### src/hdl/tspc_pkg.sv
// Shared types, codes and helper functions for the tile/sprite pixel compositor.
// No dependencies; imported by the top level, tspc_front and tspc_back.
package tspc_pkg;

	localparam int VRAM_AW    = 13;
	localparam int QDEPTH     = 4;
	localparam int QAW        = 2;

	// input opcodes as they arrive on tuser
	localparam logic [1:0] OP_VRAM_WR = 2'd0;
	localparam logic [1:0] OP_SPR_WR  = 2'd1;
	localparam logic [1:0] OP_RENDER  = 2'd2;
	localparam logic [1:0] OP_UNUSED  = 2'd3;

	// configuration register indexes
	localparam logic [7:0] REG_LCD  = 8'd0;
	localparam logic [7:0] REG_SCX  = 8'd1;
	localparam logic [7:0] REG_SCY  = 8'd2;
	localparam logic [7:0] REG_WX   = 8'd3;
	localparam logic [7:0] REG_WY   = 8'd4;
	localparam logic [7:0] REG_BGP  = 8'd5;
	localparam logic [7:0] REG_OBP0 = 8'd6;
	localparam logic [7:0] REG_OBP1 = 8'd7;

	// lcd_control bits
	localparam int LCD_BG_ON   = 0;
	localparam int LCD_SPR_ON  = 1;
	localparam int LCD_BG_MAP  = 3;
	localparam int LCD_DATA_LO = 4;
	localparam int LCD_WIN_ON  = 5;
	localparam int LCD_WIN_MAP = 6;

	typedef enum logic [1:0] {
		KIND_VRAM_WR,
		KIND_SPR_WR,
		KIND_RENDER
	} kind_t;

	typedef struct packed {
		kind_t       kind;
		logic [12:0] addr;
		logic [7:0]  data;
		logic [7:0]  x;
		logic [7:0]  y;
	} item_t;

	typedef struct packed {
		logic [7:0] lcd;
		logic [7:0] scx;
		logic [7:0] scy;
		logic [7:0] wx;
		logic [7:0] wy;
		logic [7:0] bgp;
		logic [7:0] obp0;
		logic [7:0] obp1;
	} cfg_t;

	typedef enum logic [2:0] {
		ST_CLEAR,
		ST_IDLE,
		ST_MAP,
		ST_TILE,
		ST_BGID,
		ST_SCAN,
		ST_SPR,
		ST_OUT
	} state_t;

	function automatic logic [7:0] gray_of(input logic [7:0] pal, input logic [1:0] id);
		logic [1:0] shade;
		logic [7:0] g;
		shade = 2'(pal >> {id, 1'b0});
		case (shade)
			2'd0:    g = 8'hFF;
			2'd1:    g = 8'hAA;
			2'd2:    g = 8'h55;
			default: g = 8'h00;
		endcase
		return g;
	endfunction

	// low-plane byte of one tile row for background/window tiles
	function automatic logic [12:0] bg_row_addr(input logic [7:0] t, input logic [2:0] row,
			input logic unsigned_mode);
		logic [12:0] base;
		if (unsigned_mode)
			base = {1'b0, t, 4'h0};
		else
			base = 13'h0800 + {1'b0, t ^ 8'h80, 4'h0};
		return base | {9'd0, row, 1'b0};
	endfunction

endpackage

### src/hdl/tspc_front.sv
// Front end: accepts input words, classifies them and queues them for the engine.
// Depends on tspc_pkg.
module tspc_front (
	input  logic              clk,
	input  logic              arst_n,
	input  logic              s_axis_tvalid,
	output logic              s_axis_tready,
	input  logic [39:0]       s_axis_tdata,  // mem_address[12:0], mem_data, pixel_x, pixel_y, pad
	input  logic [1:0]        s_axis_tuser,  // opcode
	input  logic              accept_en,
	output logic              q_valid,
	output tspc_pkg::item_t   q_item,
	input  logic              q_pop
);
	import tspc_pkg::*;

	item_t          fifo_q [QDEPTH];
	logic [QAW-1:0] wr_ptr_q, rd_ptr_q;
	logic [QAW:0]   cnt_q;
	logic           keep;
	logic           push;
	item_t          in_item;

	always_comb begin
		keep = 1'b1;
		in_item.kind = KIND_RENDER;
		unique case (s_axis_tuser)
			OP_VRAM_WR: in_item.kind = KIND_VRAM_WR;
			OP_SPR_WR:  in_item.kind = KIND_SPR_WR;
			OP_RENDER:  in_item.kind = KIND_RENDER;
			default:    keep = 1'b0;  // unused opcode: dropped
		endcase
		in_item.addr = s_axis_tdata[12:0];
		in_item.data = s_axis_tdata[20:13];
		in_item.x    = s_axis_tdata[28:21];
		in_item.y    = s_axis_tdata[36:29];
	end

	assign s_axis_tready = accept_en && (cnt_q != (QAW+1)'(QDEPTH));
	assign push    = s_axis_tvalid && s_axis_tready && keep;
	assign q_valid = (cnt_q != '0);
	assign q_item  = fifo_q[rd_ptr_q];

	always_ff @(posedge clk) begin
		if (push)
			fifo_q[wr_ptr_q] <= in_item;
	end

	always_ff @(posedge clk or negedge arst_n) begin
		if (!arst_n) begin
			wr_ptr_q <= '0;
			rd_ptr_q <= '0;
			cnt_q    <= '0;
		end else begin
			if (push)
				wr_ptr_q <= wr_ptr_q + 1'b1;
			if (q_pop)
				rd_ptr_q <= rd_ptr_q + 1'b1;
			cnt_q <= cnt_q + (QAW+1)'(push) - (QAW+1)'(q_pop);
		end
	end

endmodule

### config.mk
export PLATFORM = sky130hd
export DESIGN_NAME = tspc_front
export DESIGN_NICKNAME = d
export VERILOG_FILES = /design/src/hdl/tspc_pkg.sv /design/src/hdl/tspc_front.sv
export SDC_FILE = /design/constraint.sdc
export NUM_CORES = 1
export LEC_CHECK = 0
export BUFFER_PORTS_ARGS = -buffer_cell sky130_fd_sc_hd__buf_4
export CELL_PAD_IN_SITES_DETAIL_PLACEMENT = 0
export CELL_PAD_IN_SITES_GLOBAL_PLACEMENT = 1
export CORE_MARGIN = 5
export CORE_UTILIZATION = 49
export DETAILED_ROUTE_END_ITERATION = 10
export PLACE_DENSITY_LB_ADDON = 0.1
export SYNTH_ARGS = -nofsm -noshare
export SYNTH_HDL_FRONTEND = slang
export SYNTH_SLANG_ARGS = --single-unit
### constraint.sdc
create_clock -name clk -period 2.7 [get_ports clk]
set_input_delay 0.54 -clock clk [delete_from_list [all_inputs] [get_ports clk]]
set_output_delay 0.54 -clock clk [all_outputs]
set_load 0.1 [all_outputs]
==> run_results.csv <==
group,metric,value,unit
timing,timing_worst_slew_pin_value,0.433,ns
timing,fin_setup_tns,0,ns
global_routing,grt_max_degree,30,
cts,cts_tree,"built",
timing,fmax,0.392,GHz
floorplan,ports,88,
worst_setup_path,worstSetupPathType,"flip-flop to primary output",
routing,drt_drc_violations_left,0,
floorplan,dieArea,14700,µm²
routing,detail_route.wl_per_cell,19.0,µm
cts,cts_made_buffers,17,
timing,min_period_over_period,0.944,
placement,finalWeightedCongestion,0.672,
yosys,yosys.area.top_type_share,0.770,
cts,post-cts-setup-buffer-count,0,
worst_setup_path,critical_path_data_required_time,2.16,ns
placement,portBuffers,84,
yosys,synth.ff_latch_count,163,
finish,flow.area_growth_from_synthesis,26.2,%
worst_setup_path,reg2reg_slack,0.73,ns
yosys,ys_types,20,
placement,place_hpwl,6360,µm
cts,cts.path.max_buffers,2,
worst_setup_path,worst_r2r_endpoint,"cnt_q[2]",
timing,final_hold_viol_count,0,
floorplan,die_y,121,µm
worst_hold_path,hold_path_startpoint,"s_axis_tdata[36]",
timing,fin_ws,0.151,ns
timing,final-max-slew-violation-count,0,
worst_setup_path,critical_path_peak_fanout,19,
timing,grt_setup_unrepaired,"no",
finish,layout-drive-gt1-share,0.479,
cts,cts_num_sinks,163,
finish,insertedDiodeCount,0,
timing,timing.final.crit_period,2.55,ns
yosys,synth.yosys.warnings,0,
yosys,synth_nets,297,
finish,multiInputGateArea,1120,µm²
worst_hold_path,hp-class,"primary input to flip-flop",
status,outcome,"complete, no violations",
yosys,synth_area_leader_cell,"sky130_fd_sc_hd__edfxtp_1",
global_routing,grt_overflow_total,0,
cts,clk-insertion-delay-late,0.41,ns
worst_setup_path,worst_path_arrival_time,2.01,ns
finish,fillCellCount,875,
cts,clk_pin_slew_worst_paths,0.06,ns
finish,nNetsFinal,404,
global_routing,first_global_vias,2870,
cts,clk_root_buffer_cell,"sky130_fd_sc_hd__clkbuf_16",
routing,routed_wl,10100,µm
routing,drt_iter0_drc,133,
routing,drt_pass_1_iters,4,
worst_setup_path,reg2reg_from,"cnt_q[1]",
yosys,syn_area,6090,µm²
run,drv.max_cap_violation_count,0,
timing,skew,0.00583,ns
cts,cts_htree_levels,4,
yosys,synthesis.instances,243,
timing,timing.final.setup_violations,0,
global_routing,first_pass_grt_wire_length,15600,µm
yosys,ys_seq_area_frac,0.799,
yosys,netlist_top_cells_area,"sky130_fd_sc_hd__edfxtp_1 (77%), sky130_fd_sc_hd__mux4_2 (14%), sky130_fd_sc_hd__dfrtp_1 (2.9%), sky130_fd_sc_hd__ha_1 (1.2%), sky130_fd_sc_hd__buf_6 (0.93%)",
routing,route.detailed.vias_per_inst,5.03,
worst_setup_path,worst_setup_path_start_kind,"flip-flop",
finish,seqCellArea,4860,µm²
global_routing,antenna_found_initial,0,
worst_hold_path,whs_endpoint,"fifo_q[2][7]",
floorplan,core,12100,µm²
routing,post_route_ant_nets,0,
yosys,syn-mean-instance-area,25.0,µm²
worst_setup_path,setup.worst_path.end_class,"primary output",
routing,route.vias.total,2661,
worst_setup_path,worstRegToRegCells,8,
placement,pre_cts_slack,0.381,ns
floorplan,initial_core_util,0.502,
worst_hold_path,hold_depth,1,
floorplan,rows,40,
global_routing,globalRouteTotalUtil,0.148,
floorplan,die-width,121,µm
timing,relSlewSlack,0.711,
kinds of logic after synthesis:
kind of cell / Yosys count / share of synthesized area
and+or+nand+nor: 10 / 0.0105
AOI/OAI and AO/OA: 2 / 0.00452
xor gates and xnor gates: 5 / 0.00720
DFF: 163 / 0.799
adders and majority gates: 7 / 0.0156
muxes: 40 / 0.147
buffers and inverters: 16 / 0.0169
layer usage:
metal | share of wire | vias to the layer above | global-route usage
met2 | 0.52 | 76 | 0.240
li1 | - | 1226 | -
met5 | 0 | - | 0
met3 | 0.051 | 2 | 0.0490
met1 | 0.42 | 1357 | 0.187
met4 | 0.0042 | 0 | 0.0567
through the flow:
step                std cells  hold slack [ns]  utilization  instance area [µm²]
floorplan                 243            0.244            -                 6090
global route              529            0.301        0.634                 7680
detailed placement        498            0.358        0.582                 7050
global placement          498            0.357        0.582                 7050
finish                    529            0.328        0.634                 7680
CTS                       529            0.306        0.634                 7670
repair_timing:
action | 4_1_cts | 5_1_grt
setup endpoints to repair | 0 | 2
hold buffers | 1 | 0
resized for setup | 0 | 1
endpoints found under the hold margin | 7 | 0
sequential cells by signal (all words and copies together), names as in the netlist:
register,count
wr_ptr_q,2
cnt_q,3
rd_ptr_q,2
fifo_q,156
how the worst max path moves through the flow:
| stage | startpoint | to | slack, ns | depth (start not counted) |
|---|---|---|---|---|
| floorplan | accept_en | s_axis_tready | 0.17 | 1 |
| global placement | s_axis_tuser[1] | cnt_q[2] | 0.44 | 9 |
| detailed placement | s_axis_tuser[1] | cnt_q[2] | 0.38 | 9 |
| CTS | rd_ptr_q[0] | q_item[24] | 0.05 | 3 |
| global route | rd_ptr_q[0] | q_item[11] | 0.04 | 3 |
| finish | rd_ptr_q[0] | q_item[24] | 0.15 | 3 |
synth_stat cells:
| library cell | count |
|---|---|
| sky130_fd_sc_hd__buf_6 | 5 |
| sky130_fd_sc_hd__inv_1 | 6 |
| sky130_fd_sc_hd__and2_1 | 1 |
| sky130_fd_sc_hd__clkbuf_1 | 1 |
| sky130_fd_sc_hd__nor2b_1 | 1 |
| sky130_fd_sc_hd__xnor2_1 | 3 |
| sky130_fd_sc_hd__ha_1 | 6 |
| sky130_fd_sc_hd__dfrtp_1 | 7 |
| sky130_fd_sc_hd__nor2_2 | 1 |
| sky130_fd_sc_hd__a21boi_0 | 1 |
| sky130_fd_sc_hd__edfxtp_1 | 156 |
| sky130_fd_sc_hd__xor2_1 | 2 |
| sky130_fd_sc_hd__and2_2 | 4 |
| sky130_fd_sc_hd__or3_2 | 1 |
| sky130_fd_sc_hd__mux2_4 | 1 |
| sky130_fd_sc_hd__mux4_2 | 39 |
| sky130_fd_sc_hd__buf_2 | 4 |
| sky130_fd_sc_hd__a211oi_4 | 1 |
| sky130_fd_sc_hd__fa_1 | 1 |
| sky130_fd_sc_hd__nand2_1 | 2 |
placed cells by master, fill, tap and decap left out, types with 2 or more instances in the layout:
master                        n
sky130_fd_sc_hd__and2_2       4
sky130_fd_sc_hd__buf_12       8
sky130_fd_sc_hd__buf_4       89
sky130_fd_sc_hd__bufinv_16    5
sky130_fd_sc_hd__clkbuf_1     2
sky130_fd_sc_hd__clkbuf_16   17
sky130_fd_sc_hd__clkinv_2     3
sky130_fd_sc_hd__dfrtp_1      5
sky130_fd_sc_hd__edfxtp_1   156
sky130_fd_sc_hd__ha_1         6
sky130_fd_sc_hd__inv_1        6
sky130_fd_sc_hd__mux4_2      39
sky130_fd_sc_hd__nand2_1      2
sky130_fd_sc_hd__xnor2_1      3
sky130_fd_sc_hd__xor2_1       2
final cells by class:
| cell class | instances | share of cell area |
|---|---|---|
| flip-flops and latches | 163 | 0.634 |
| multi-input cells | 64 | 0.146 |
| repair buffers | 98 | 0.109 |
| clock buffers | 19 | 0.0564 |
| well taps | 168 | 0.0274 |
| clock inverters | 11 | 0.0241 |
| inverters | 6 | 0.00293 |
critical path: stages (launching register included):
cell and delay [ns]:
sky130_fd_sc_hd__dfrtp_4 0.54, sky130_fd_sc_hd__buf_12 0.24, sky130_fd_sc_hd__mux4_2 0.56, sky130_fd_sc_hd__buf_4 0.26
Power is not shown: default switching activity piles up to over one toggle a cycle in this logic, so the estimate is an artifact.
